<file path="config.mk">
export PLATFORM = sky130hd
export DESIGN_NAME = briefing_cost_parser_cp437_utf8_core
export DESIGN_NICKNAME = d
export VERILOG_FILES = /design/src/rtl/bcp_pkg.sv /design/src/rtl/briefing_cost_parser_cp437_utf8_core.sv
export SDC_FILE = /design/constraint.sdc
export NUM_CORES = 1
export LEC_CHECK = 0
export ABC_AREA = 1
export BUFFER_PORTS_ARGS = -buffer_cell sky130_fd_sc_hd__buf_4
export CAP_MARGIN = 25
export CORE_MARGIN = 1.5
export CORE_UTILIZATION = 45
export CTS_BUF_LIST = sky130_fd_sc_hd__clkbuf_2 sky130_fd_sc_hd__clkbuf_4 sky130_fd_sc_hd__clkbuf_8
export CTS_CLUSTER_SIZE = 30
export DETAILED_ROUTE_END_ITERATION = 10
export HOLD_SLACK_MARGIN = 0.15
export SLEW_MARGIN = 15
export SYNTH_ARGS = -nofsm -noshare
export SYNTH_HDL_FRONTEND = slang
export SYNTH_SLANG_ARGS = --single-unit
</file>
<file path="constraint.sdc">
create_clock -name clk -period 9.45 [get_ports clk]
set_input_delay 0.945 -clock clk [delete_from_list [all_inputs] [get_ports clk]]
set_output_delay 0.945 -clock clk [all_outputs]
set_load 0.03 [all_outputs]
</file>
<file path="src/rtl/bcp_pkg.sv">
package bcp_pkg;

  // result kinds, carried in out_tuser[1:0]
  typedef enum logic [1:0] {
    KIND_INFO = 2'd0,
    KIND_ENH  = 2'd1,
    KIND_TEXT = 2'd2,
    KIND_EOF  = 2'd3
  } kind_t;

  // progress through one cost line
  typedef enum logic [1:0] {
    PH_START = 2'd0,
    PH_BLANK = 2'd1,
    PH_NUM   = 2'd2,
    PH_JUNK  = 2'd3
  } phase_t;

  // file sections
  localparam logic [1:0] SEC_INFO = 2'd0;
  localparam logic [1:0] SEC_ENH  = 2'd1;
  localparam logic [1:0] SEC_TEXT = 2'd2;

  localparam int IDX_W   = 5;
  localparam int COST_W  = 24;
  localparam int BURST_N = 5;

  localparam logic [7:0] CH_BAR   = 8'h7C;
  localparam logic [7:0] CH_LF    = 8'h0A;
  localparam logic [7:0] CH_SPACE = 8'h20;
  localparam logic [7:0] CH_PLUS  = 8'h2B;
  localparam logic [7:0] CH_MINUS = 8'h2D;
  localparam logic [7:0] CH_ZERO  = 8'h30;
  localparam logic [7:0] CH_NINE  = 8'h39;
  localparam logic [7:0] CH_TAB   = 8'h09;
  localparam logic [7:0] CH_VT    = 8'h0B;
  localparam logic [7:0] CH_FF    = 8'h0C;
  localparam logic [7:0] CH_CR    = 8'h0D;

  localparam logic [COST_W-1:0] COST_MAX = 24'h7FFFFF;
  localparam logic [COST_W-1:0] ACC_SAT  = 24'h800000;

  // code points for bytes 0x80..0xFF
  localparam logic [15:0] UPPER_MAP [0:127] = '{
    16'h00C7, 16'h00FC, 16'h00E9, 16'h00E2, 16'h00E4, 16'h00E0, 16'h00E5, 16'h00E7,
    16'h00EA, 16'h00EB, 16'h00E8, 16'h00EF, 16'h00EE, 16'h00EC, 16'h00C4, 16'h00C5,
    16'h00C9, 16'h00E6, 16'h00C6, 16'h00F4, 16'h00F6, 16'h00F2, 16'h00FB, 16'h00F9,
    16'h00FF, 16'h00D6, 16'h00DC, 16'h00A2, 16'h00A3, 16'h00A5, 16'h20A7, 16'h0192,
    16'h00E1, 16'h00ED, 16'h00F3, 16'h00FA, 16'h00F1, 16'h00D1, 16'h00AA, 16'h00BA,
    16'h00BF, 16'h2310, 16'h00AC, 16'h00BD, 16'h00BC, 16'h00A1, 16'h00AB, 16'h00BB,
    16'h2591, 16'h2592, 16'h2593, 16'h2502, 16'h2524, 16'h2561, 16'h2562, 16'h2556,
    16'h2555, 16'h2563, 16'h2551, 16'h2557, 16'h255D, 16'h255C, 16'h255B, 16'h2510,
    16'h2514, 16'h2534, 16'h252C, 16'h251C, 16'h2500, 16'h253C, 16'h255E, 16'h255F,
    16'h255A, 16'h2554, 16'h2569, 16'h2566, 16'h2560, 16'h2550, 16'h256C, 16'h2567,
    16'h2568, 16'h2564, 16'h2565, 16'h2559, 16'h2558, 16'h2552, 16'h2553, 16'h256B,
    16'h256A, 16'h2518, 16'h250C, 16'h2588, 16'h2584, 16'h258C, 16'h2590, 16'h2580,
    16'h03B1, 16'h00DF, 16'h0393, 16'h03C0, 16'h03A3, 16'h03C3, 16'h00B5, 16'h03C4,
    16'h03A6, 16'h0398, 16'h03A9, 16'h03B4, 16'h221E, 16'h03C6, 16'h03B5, 16'h2229,
    16'h2261, 16'h00B1, 16'h2265, 16'h2264, 16'h2320, 16'h2321, 16'h00F7, 16'h2248,
    16'h00B0, 16'h2219, 16'h00B7, 16'h221A, 16'h207F, 16'h00B2, 16'h25A0, 16'h00A0
  };

endpackage

</file>
<file path="src/rtl/briefing_cost_parser_cp437_utf8_core.sv">
// Briefing file parser with CP437 to UTF-8 text output.
// Input stream: one file byte per transfer on in_tdata[7:0]; in_tlast marks the
// final byte of the file, which is consumed but produces only the end marker.
// Output stream: 0 to 5 results per input byte (costs, UTF-8 text bytes, end of
// file). out_tlast is set on the last result caused by one input byte.
// Results of a byte appear on the cycle after its transfer, one per cycle
// while out_tready is high. An input byte that yields one result or none is
// taken every cycle while out_tready is high; a byte that yields a burst of N
// results holds in_tready low while the burst register drains them through
// the output port, one per cycle while out_tready is high. in_tready is high
// when the burst register is empty or its last result is being taken in the
// same cycle. Stall: when out_tready is low the current result holds on the
// port and no new byte is taken while the burst register holds results.
// Reset (rst_n low, synchronous): parser returns to the info cost section with
// all counts cleared and the burst register empty. After the end of file every
// further byte is taken and dropped until reset.
module briefing_cost_parser_cp437_utf8_core #(
  parameter int INFO_ENTRIES        = 8,
  parameter int ENHANCEMENT_ENTRIES = 8
) (
  input  logic        clk,
  input  logic        rst_n,
  input  logic        in_tvalid,
  output logic        in_tready,
  input  logic [7:0]  in_tdata,   // file_byte
  input  logic        in_tlast,   // final_byte
  output logic        out_tvalid,
  input  logic        out_tready,
  output logic [39:0] out_tdata,  // entry_index[4:0], cost_value[28:5], utf8_byte[36:29], zero
  output logic [2:0]  out_tuser,  // item_kind[1:0], entry_dropped[2]
  output logic        out_tlast   // run_last
);

  localparam int IW = bcp_pkg::IDX_W;
  localparam int CW = bcp_pkg::COST_W;
  localparam logic [IW-1:0] INFO_BOUND = IW'(INFO_ENTRIES);
  localparam logic [IW-1:0] ENH_BOUND  = IW'(ENHANCEMENT_ENTRIES);

  // parser state
  logic [1:0]          sec_r, sec_nxt;
  logic                skip_r, skip_nxt;
  bcp_pkg::phase_t     phase_r, phase_nxt;
  logic                neg_r, neg_nxt;
  logic [CW-1:0]       acc_r, acc_nxt;
  logic [IW-1:0]       icnt_r, icnt_nxt;
  logic [IW-1:0]       ecnt_r, ecnt_nxt;
  logic [IW-1:0]       seg_r, seg_nxt;
  logic [1:0]          plf_r, plf_nxt;
  logic                done_r, done_nxt;

  // result burst
  bcp_pkg::kind_t      bkind_r, bkind_nxt;
  logic [IW-1:0]       bidx_r, bidx_nxt;
  logic [CW-1:0]       bcost_r, bcost_nxt;
  logic                bdrop_r, bdrop_nxt;
  logic [7:0]          bbytes_r [bcp_pkg::BURST_N];
  logic [7:0]          bbytes_nxt [bcp_pkg::BURST_N];
  logic [2:0]          bcnt_r, bcnt_nxt;
  logic [2:0]          bptr_r;

  logic                in_acc, out_acc, last_take;
  logic [7:0]          b;
  logic                is_digit, is_blank;
  logic [15:0]         u;
  logic [7:0]          enc [3];
  logic [2:0]          enc_n;
  logic [27:0]         mul;
  logic [CW-1:0]       acc_dig;
  logic [CW-1:0]       cost_v;

  assign b          = in_tdata;
  assign out_tvalid = (bcnt_r != 3'd0);
  assign out_acc    = out_tvalid && out_tready;
  assign last_take  = out_acc && (bptr_r == 3'(bcnt_r - 3'd1));
  assign in_tready  = !out_tvalid || last_take;
  assign in_acc     = in_tvalid && in_tready;

  assign out_tdata = {3'b000, bbytes_r[bptr_r], bcost_r, bidx_r};
  assign out_tuser = {bdrop_r, bkind_r};
  assign out_tlast = (bptr_r == 3'(bcnt_r - 3'd1));

  assign is_digit = (b >= bcp_pkg::CH_ZERO) && (b <= bcp_pkg::CH_NINE);
  assign is_blank = (b == bcp_pkg::CH_SPACE) || (b == bcp_pkg::CH_TAB) ||
                    (b == bcp_pkg::CH_VT) || (b == bcp_pkg::CH_FF) ||
                    (b == bcp_pkg::CH_CR);

  // acc * 10 + digit, saturated at the negative limit magnitude
  assign mul     = {1'b0, acc_r, 3'b000} + {3'b000, acc_r, 1'b0}
                 + {24'd0, 4'(b - bcp_pkg::CH_ZERO)};
  assign acc_dig = (mul > {4'd0, bcp_pkg::ACC_SAT}) ? bcp_pkg::ACC_SAT : mul[CW-1:0];

  assign cost_v = neg_r ? CW'(-acc_r)
                        : ((acc_r > bcp_pkg::COST_MAX) ? bcp_pkg::COST_MAX : acc_r);

  assign u = b[7] ? bcp_pkg::UPPER_MAP[b[6:0]] : {8'h00, b};

  always_comb begin
    enc[0] = 8'h00;
    enc[1] = 8'h00;
    enc[2] = 8'h00;
    if (u < 16'h0080) begin
      enc[0] = u[7:0];
      enc_n  = 3'd1;
    end else if (u < 16'h0800) begin
      enc[0] = {3'b110, u[10:6]};
      enc[1] = {2'b10, u[5:0]};
      enc_n  = 3'd2;
    end else begin
      enc[0] = {4'b1110, u[15:12]};
      enc[1] = {2'b10, u[11:6]};
      enc[2] = {2'b10, u[5:0]};
      enc_n  = 3'd3;
    end
  end

  always_comb begin
    sec_nxt   = sec_r;
    skip_nxt  = skip_r;
    phase_nxt = phase_r;
    neg_nxt   = neg_r;
    acc_nxt   = acc_r;
    icnt_nxt  = icnt_r;
    ecnt_nxt  = ecnt_r;
    seg_nxt   = seg_r;
    plf_nxt   = plf_r;
    done_nxt  = done_r;
    bkind_nxt = bcp_pkg::KIND_TEXT;
    bidx_nxt  = seg_r;
    bcost_nxt = '0;
    bdrop_nxt = 1'b0;
    bcnt_nxt  = 3'd0;
    for (int i = 0; i < bcp_pkg::BURST_N; i++) bbytes_nxt[i] = 8'h00;

    if (!done_r) begin
      if (in_tlast || (b == 8'h00 && !skip_r)) begin
        done_nxt  = 1'b1;
        bkind_nxt = bcp_pkg::KIND_EOF;
        bcnt_nxt  = 3'd1;
      end else if (skip_r) begin
        skip_nxt = 1'b0;
        if (sec_r == bcp_pkg::SEC_TEXT && seg_r <= icnt_r && icnt_r != '0) begin
          bbytes_nxt[0] = bcp_pkg::CH_LF;
          bcnt_nxt      = 3'd1;
        end
      end else if (sec_r != bcp_pkg::SEC_TEXT) begin
        if (phase_r == bcp_pkg::PH_START && b == bcp_pkg::CH_BAR) begin
          sec_nxt   = 2'(sec_r + 2'd1);
          skip_nxt  = 1'b1;
          phase_nxt = bcp_pkg::PH_START;
          neg_nxt   = 1'b0;
          acc_nxt   = '0;
        end else if (b == bcp_pkg::CH_LF) begin
          // emit the line's number
          bcnt_nxt  = 3'd1;
          bcost_nxt = cost_v;
          if (sec_r == bcp_pkg::SEC_INFO) begin
            bkind_nxt = bcp_pkg::KIND_INFO;
            if (icnt_r < INFO_BOUND) begin
              bidx_nxt = icnt_r;
              icnt_nxt = IW'(icnt_r + 1'b1);
            end else begin
              bidx_nxt  = INFO_BOUND;
              bdrop_nxt = 1'b1;
            end
          end else begin
            bkind_nxt = bcp_pkg::KIND_ENH;
            if (ecnt_r < ENH_BOUND) begin
              bidx_nxt = ecnt_r;
              ecnt_nxt = IW'(ecnt_r + 1'b1);
            end else begin
              bidx_nxt  = ENH_BOUND;
              bdrop_nxt = 1'b1;
            end
          end
          phase_nxt = bcp_pkg::PH_START;
          neg_nxt   = 1'b0;
          acc_nxt   = '0;
        end else if (phase_r == bcp_pkg::PH_START || phase_r == bcp_pkg::PH_BLANK) begin
          if (is_blank) begin
            phase_nxt = bcp_pkg::PH_BLANK;
          end else if (b == bcp_pkg::CH_PLUS) begin
            phase_nxt = bcp_pkg::PH_NUM;
          end else if (b == bcp_pkg::CH_MINUS) begin
            neg_nxt   = 1'b1;
            phase_nxt = bcp_pkg::PH_NUM;
          end else if (is_digit) begin
            acc_nxt   = acc_dig;
            phase_nxt = bcp_pkg::PH_NUM;
          end else begin
            phase_nxt = bcp_pkg::PH_JUNK;
          end
        end else if (phase_r == bcp_pkg::PH_NUM) begin
          if (is_digit) acc_nxt = acc_dig;
          else phase_nxt = bcp_pkg::PH_JUNK;
        end
      end else if (seg_r <= icnt_r) begin
        if (b == bcp_pkg::CH_BAR) begin
          plf_nxt  = 2'd0;
          seg_nxt  = IW'(seg_r + 1'b1);
          skip_nxt = 1'b1;
        end else if (u == {8'h00, bcp_pkg::CH_LF}) begin
          if (plf_r < 2'd2) plf_nxt = 2'(plf_r + 2'd1);
        end else begin
          // flush pending line feeds (a single one as a space), then the encoded character
          plf_nxt = 2'd0;
          if (plf_r == 2'd0) begin
            for (int i = 0; i < 3; i++) bbytes_nxt[i] = enc[i];
            bcnt_nxt = enc_n;
          end else if (plf_r == 2'd1) begin
            bbytes_nxt[0] = bcp_pkg::CH_SPACE;
            for (int i = 0; i < 3; i++) bbytes_nxt[i+1] = enc[i];
            bcnt_nxt = 3'(enc_n + 3'd1);
          end else begin
            bbytes_nxt[0] = bcp_pkg::CH_LF;
            bbytes_nxt[1] = bcp_pkg::CH_LF;
            for (int i = 0; i < 3; i++) bbytes_nxt[i+2] = enc[i];
            bcnt_nxt = 3'(enc_n + 3'd2);
          end
        end
      end
    end
  end

  always_ff @(posedge clk) begin
    if (!rst_n) begin
      sec_r   <= bcp_pkg::SEC_INFO;
      skip_r  <= 1'b0;
      phase_r <= bcp_pkg::PH_START;
      neg_r   <= 1'b0;
      acc_r   <= '0;
      icnt_r  <= '0;
      ecnt_r  <= '0;
      seg_r   <= '0;
      plf_r   <= 2'd0;
      done_r  <= 1'b0;
      bcnt_r  <= 3'd0;
      bptr_r  <= 3'd0;
    end else begin
      if (in_acc) begin
        sec_r   <= sec_nxt;
        skip_r  <= skip_nxt;
        phase_r <= phase_nxt;
        neg_r   <= neg_nxt;
        acc_r   <= acc_nxt;
        icnt_r  <= icnt_nxt;
        ecnt_r  <= ecnt_nxt;
        seg_r   <= seg_nxt;
        plf_r   <= plf_nxt;
        done_r  <= done_nxt;
        bcnt_r  <= bcnt_nxt;
        bptr_r  <= 3'd0;
      end else if (last_take) begin
        bcnt_r <= 3'd0;
        bptr_r <= 3'd0;
      end else if (out_acc) begin
        bptr_r <= 3'(bptr_r + 3'd1);
      end
    end
  end

  // burst payload, loaded with each accepted byte
  always_ff @(posedge clk) begin
    if (in_acc) begin
      bkind_r <= bkind_nxt;
      bidx_r  <= bidx_nxt;
      bcost_r <= bcost_nxt;
      bdrop_r <= bdrop_nxt;
      for (int i = 0; i < bcp_pkg::BURST_N; i++) bbytes_r[i] <= bbytes_nxt[i];
    end
  end

endmodule
</file>
==> out/metrics.cfg, run 1 <==
[run_status]
status=completed

[clock_network]
clk_pin_slew_ns=0.08
htreeDepth=4
cts_max_path_buffers=2
cts_hold_buffers=0
cts-root-buf=clkbuf_8
cts_setup_buffers=0
cts_buffers=17
cts.sinks=127
post_cts_resized=0
cts_tree=done
clock_latency_ns=0.45

[floorplanning]
io_pins=59
initial_core_util_pct=46.16
num_rows=55
die_y_um=156.1
core_um2=22850
die_width_um=156.1
die-area_um2=24360

[power]
max-vdd-ir-drop_v=0.00008992
p_leak_uw=0.005268
cellPowerDensity_nw_per_um2=114.1

[synth]
synth.avg_cell_area_um2=6.752
synthesis.instances=1562
synth_area_leaders=edfxtp_1 (20%), nand2_1 (14%), dfxtp_1 (11%), ha_1 (9.1%), nor2_1 (6.5%)
ys_warn_count=0
synth_seq_area_share_pct=30.75
synth_top_area_share_pct=19.93
yosysTopAreaCell=edfxtp_1
synthFlopType=edfxtp_1
synth-edff-count=70
synthArstFlopShare_pct=0
syn_area_um2=10550
yosysUniqueCellTypes=56
ys_ff_latch=127

[layout]
utilization_pct=50.09
num-nets-final=1677
drive_above_1_share_pct=10.83
antennaDiodeCount=0
fillCellCount=2388
syn2layout_area_growth_pct=8.507

[timing]
clock-skew-final_ns=0.01672
post-route-period-util_pct=49.07
worstMarginPinSlew_ns=0.9343
final_max_slew_viol_count=0
setup_violations=0
setup_tns_ns=0
fmax_mhz=215.6
holdWs_ns=0.4301
fin_crit_ns=4.637
hold_viol_final=0
rsz0062_at_grt=false
slew_headroom_pct=37.71

[drt]
firstDrtPassIters=5
drt_iter0_drc=994
final_antenna_net_count=0
wl_mm=31.02
wl_per_cell_um=16.23
drc_errors=0
num_vias=10450
vias_per_cell=5.466

[placed_design]
numPortBuffers=55
hpwl_mm=23.30
gp_congestion=1.011

[grt]
grt_pass1_vias=9516
grt_max_degree=73
grtUsageTotal_pct=26.00
antenna_found_initial=0
grt_overflow_total=0
grt_pass1_wl_mm=50.48

[flow_run]
timing.max_cap.violations=0

[setup_path]
endpoint_kind=flip-flop
cp.arrival_ns=5.01
critPathLaunchType=input port
crit_type=in -> reg
crit_required_ns=9.83
path_max_fanout=46

[hold_path]
hp-class=reg -> reg

[per-layer routing]
metal	vias up	track usage, %	wire, um
met3	52	3.611	1940
met1	4771	38.08	15110
met2	389	40.00	13340
met4	0	6.667	629
li1	5233	-	-
met5	-	0	0
[flip-flops by register name, indices dropped and copies added (netlist names), named ones only]
| register | count |
|---|---|
| icnt_r | 5 |
| plf_r | 2 |
| neg_r | 1 |
| ecnt_r | 5 |
| done_r | 1 |
| bcost_r | 24 |
| skip_r | 1 |
| bptr_r | 3 |
| phase_r | 2 |
| seg_r | 5 |
| bcnt_r | 3 |
| acc_r | 24 |
| bdrop_r | 1 |
| sec_r | 2 |
| bkind_r | 2 |
| bbytes_r | 38 |
| bidx_r | 5 |
[cell usage in the layout, fill, tap and decap left out, types with 4 or more instances in the layout]
master / instances
nand2_1: 387
nor2_1: 182
inv_1: 172
nand3_1: 122
a21oi_1: 120
o21ai_0: 85
ha_1: 77
edfxtp_1: 70
buf_4: 58
dfxtp_1: 57
nor3_1: 25
nor2_2: 25
nand4_1: 24
clkbuf_8: 18
inv_2: 15
nand2_2: 15
xor2_1: 15
o22ai_1: 13
a31oi_1: 12
o21ai_1: 10
or2_2: 9
nor3_2: 7
a211oi_1: 7
clkinv_2: 4
xnor2_1: 4
a22oi_1: 4
[cell usage after synthesis (10+ instances only)]
cell	n
a21oi_1	120
a31oi_1	12
buf_2	13
buf_4	10
clkbuf_1	21
dfxtp_1	57
edfxtp_1	70
ha_1	77
inv_1	173
inv_2	14
nand2_1	387
nand2_2	15
nand3_1	122
nand4_1	24
nor2_1	182
nor2_2	25
nor3_1	25
o21ai_0	85
o21ai_1	10
o22ai_1	13
xor2_1	15
[layout make-up]
class	instances	area (um2)	area share, %
clock inverter	13	138.9	1.214
multi-input combinational	1192	6266	54.76
inverter	189	713.2	6.232
clock buffer	19	255.2	2.230
sequential	127	3243	28.34
timing repair buffer	58	435.4	3.805
tap	313	391.6	3.422
[report_power, final]
group / total [uW] / switching (uW) / internal [uW]
registers: 607 / 6.58 / 600
logic: 224 / 164 / 60.9
clock network: 475 / 230 / 245
total: 1310 / 400 / 906
[worst paths after layout]
| path | start | to | slack [ns] | cells after the start |
|---|---|---|---|---|
| setup / recovery | in_tdata[3] | acc_r[1]$_SDFFE_PN0P_ | 4.81 | 19 |
| hold / removal | ecnt_r[4]$_SDFFE_PN0P_ | ecnt_r[4]$_SDFFE_PN0P_ | 0.43 | 2 |
| setup reg to reg | acc_r[2]$_SDFFE_PN0P_ | acc_r[1]$_SDFFE_PN0P_ | 5.50 | 18 |
| hold reg to reg | ecnt_r[4]$_SDFFE_PN0P_ | ecnt_r[4]$_SDFFE_PN0P_ | 0.43 | 2 |
[through the flow]
step           setup slack [ns]  power (uW)  cell area (um2)  std cells
6_report                  4.813        1306            11440       1911
3_3_place_gp              4.413       841.3            11050       1879
2_1_floorplan             5.181       776.1            10550       1564
3_5_place_dp              4.367       838.8            11050       1879
4_1_cts                   4.829        1308            11440       1911
5_1_grt                   4.325        1358            11440       1911
[logic make-up (layout without fill, tap and decap cells)]
family          Yosys count  count (layout)  share of synthesized area [%]
compound gates          274             274                          14.43
xor+xnor                 19              19                          1.578
fa+ha+maj                79              79                          9.515
buf+inv                 245             279                          9.906
flops                   127             127                          30.75
other cells               1               3                        0.03556
simple gates            817             817                          33.79
[critical path, stage by stage]
cell	delay, ns
buf_4	0.40
inv_4	0.29
fa_1	0.59
fa_1	0.46
inv_1	0.08
nand2_1	0.08
o21ai_1	0.33
inv_1	0.08
o21ai_1	0.27
nand2_1	0.12
nand3_1	0.10
nand2_1	0.07
nor2_1	0.10
nand3_1	0.08
nor2_1	0.12
nand3_1	0.07
nand2_1	0.52
nand2_1	0.13
a21oi_1	0.15
Power figures use the tool's default switching activity.
==> run 2, diff against run 1 <==
==> constraint.sdc (replaced) <==
create_clock -name clk -period 3.9 [get_ports clk]
set_input_delay 0.39 -clock clk [delete_from_list [all_inputs] [get_ports clk]]
set_output_delay 0.39 -clock clk [all_outputs]
set_load 0.03 [all_outputs]
==> run 2 against run 1 <==
  * First-iteration DRC count is 11% lower
  * Critical path depth unchanged
  * Sequential power increased by 140%
  * Largest power group unchanged
==> out/metrics.cfg, run 2 (synthesis results as in run 1) <==
[layout]
drive_above_1_share_pct=11.82  ; +0.99 points
syn2layout_area_growth_pct=9.942
regArea_um2=3243  ; unchanged
final_area_um2=11590  ; +1.3%
final_cells=1929  ; +0.94%
mostFrequentLayoutCell=nand2_1
antennaDiodeCount=0  ; unchanged
regMostFlops=bbytes_r
multi_input_area_um2=6270  ; about the same
layout_common_cells=nand2_1 (387), nor2_1 (182), inv_1 (172)
top_regs=bbytes_r x38, acc_r x24, bcost_r x24
num-nets-final=1695  ; +1.1%
largest_reg_flops=38  ; unchanged
fillCellCount=2351  ; -1.5%

[floorplanning]
die_y_um=156.1  ; unchanged
io_pins=59  ; unchanged
die_width_um=156.1  ; unchanged
core_um2=22850  ; unchanged
die-area_um2=24360  ; unchanged
num_rows=55  ; unchanged
initial_core_util_pct=46.16  ; unchanged

[clock_network]
cts_setup_buffers=0  ; unchanged
clock_latency_ns=0.45  ; about the same
cts_tree=done
cts_buffers=17  ; unchanged
cts_hold_buffers=0  ; unchanged
cts-root-buf=clkbuf_8
clk_pin_slew_ns=0.08  ; about the same
cts.sinks=127  ; unchanged
post_cts_resized=0  ; unchanged
htreeDepth=4  ; unchanged
cts_max_path_buffers=2  ; unchanged

[timing]
setup_tns_ns=0  ; unchanged
final_max_slew_viol_count=0  ; unchanged
worstMarginPinSlew_ns=0.7855  ; -0.1488 ns
slew_headroom_pct=47.58  ; +9.9 points
fmax_mhz=283.7
clock-skew-final_ns=0.01294  ; -0.003778 ns
rsz0062_at_grt=false
setup_violations=0  ; unchanged
fin_crit_ns=3.525
hold_viol_final=0  ; unchanged
post-route-period-util_pct=90.38

[drt]
m1WireLength_mm=14.50  ; -4.1%
wl_mm=30.43  ; -1.9%
firstDrtPassIters=6  ; +1
wl_per_cell_um=15.77  ; -2.8%
drc_errors=0  ; unchanged
num_vias=10420  ; -0.29%
dr.max_layer_used=met4
drt_iter0_drc=883  ; -11%
route.met3.wl_mm=2.132  ; +9.9%
final_antenna_net_count=0  ; unchanged
vias_per_cell=5.399  ; -1.2%
route.met2.wl_mm=13.23  ; -0.85%

[hold_path]
hp-class=in -> reg
min_from=rst_n
min_delay_path_depth=3  ; +1

[grt]
grt_overflow_total=0  ; unchanged
grtUsageTotal_pct=25.10  ; -0.90 points
grt_pass1_vias=9499  ; -0.18%
grt_max_degree=46  ; -37%
grt_pass1_wl_mm=48.83  ; -3.3%
antenna_found_initial=0  ; unchanged

[power]
p_leak_uw=0.005360  ; +1.7%
finalPower_uw=3191  ; +140%
cellPowerDensity_nw_per_um2=275.2  ; +140%
max-vdd-ir-drop_v=0.0002070  ; +130%

[setup_path]
critPathLaunchType=flip-flop
r2r-start=acc_r[2]$_SDFFE_PN0P_
crit_required_ns=4.27  ; -5.56 ns
crit_path_start=acc_r[2]$_SDFFE_PN0P_
endpoint_kind=flip-flop
cp.arrival_ns=3.89  ; -1.12 ns
path_max_fanout=22  ; -52%
crit_type=reg -> reg
r2r_cells=19  ; +1

[placed_design]
numPortBuffers=55  ; unchanged
dpl_cell_area_um2=11190  ; +1.3%
gp_congestion=0.9888  ; -2.1%
dp_cells=1897  ; +0.96%
hpwl_mm=23.28  ; -0.10%

[flow_run]
timing.max_cap.violations=0  ; unchanged

[run_status]
status=completed

[run 2: changes by cell type in the layout (fill, tap and decap cells not counted), sizes merged]
cell and change:
buf +18, inv +3, clkbuf -1, clkinv -1, clkinvlp -1
[run 2: cell type report]
class	instances	area share, %
sequential	127	27.97
inverter	189	6.183
timing repair buffer	76	4.921
clock inverter	14	1.338
clock buffer	18	2.137
multi-input combinational	1192	54.07
tap	313	3.378
[run 2: per-stage QoR]
step / setup WS [ns] / hold slack [ns] / util (%)
floorplan: 0.3176 / 0.4075 / -
global placement: 0.4401 / 0.4168 / 48.97
detailed placement: 0.3629 / 0.4211 / 48.97
CTS: 0.3397 / 0.2374 / 50.73
global route: 0.01862 / 0.2414 / 50.75
finish: 0.3751 / 0.2640 / 50.75
[run 2: per-layer routing]
layer | vias to the layer above | track usage, %
li1 | 5261 | -
met1 | 4688 | 36.69
met2 | 413 | 38.75
met3 | 53 | 3.556
met4 | 0 | 6.213
met5 | - | 0
[run 2: critical path, stage by stage, from the launching register on]
cell and delay, ns:
dfxtp_1 0.45, inv_1 0.19, fa_1 0.51, fa_1 0.45
inv_1 0.09, nand2_1 0.08, o21ai_1 0.16, buf_4 0.16
nand4_1 0.10, nand2_1 0.14, nand3_1 0.11, nand3_1 0.08
nand3_1 0.07, nand2_1 0.08, and2_1 0.15, nand2_1 0.09
nand2_1 0.08, buf_4 0.23, nand2_1 0.09, a21oi_1 0.14
[run 2: final timing paths]
kind,slack [ns],end
setup / recovery,0.38,acc_r[2]$_SDFFE_PN0P_
setup reg to reg,0.38,acc_r[2]$_SDFFE_PN0P_
hold / removal,0.26,icnt_r[4]$_SDFFE_PN0P_
hold reg to reg,0.43,ecnt_r[4]$_SDFFE_PN0P_
[run 2: report_power, final]
| group | leakage [uW] | total (uW) | switching, uW | internal, uW |
|---|---|---|---|---|
| logic | 0.00399 | 555 | 395 | 160 |
| registers | 0.00117 | 1470 | 15.9 | 1450 |
| clock network | 0.000205 | 1170 | 570 | 597 |
| total | 0.00536 | 3190 | 981 | 2210 |
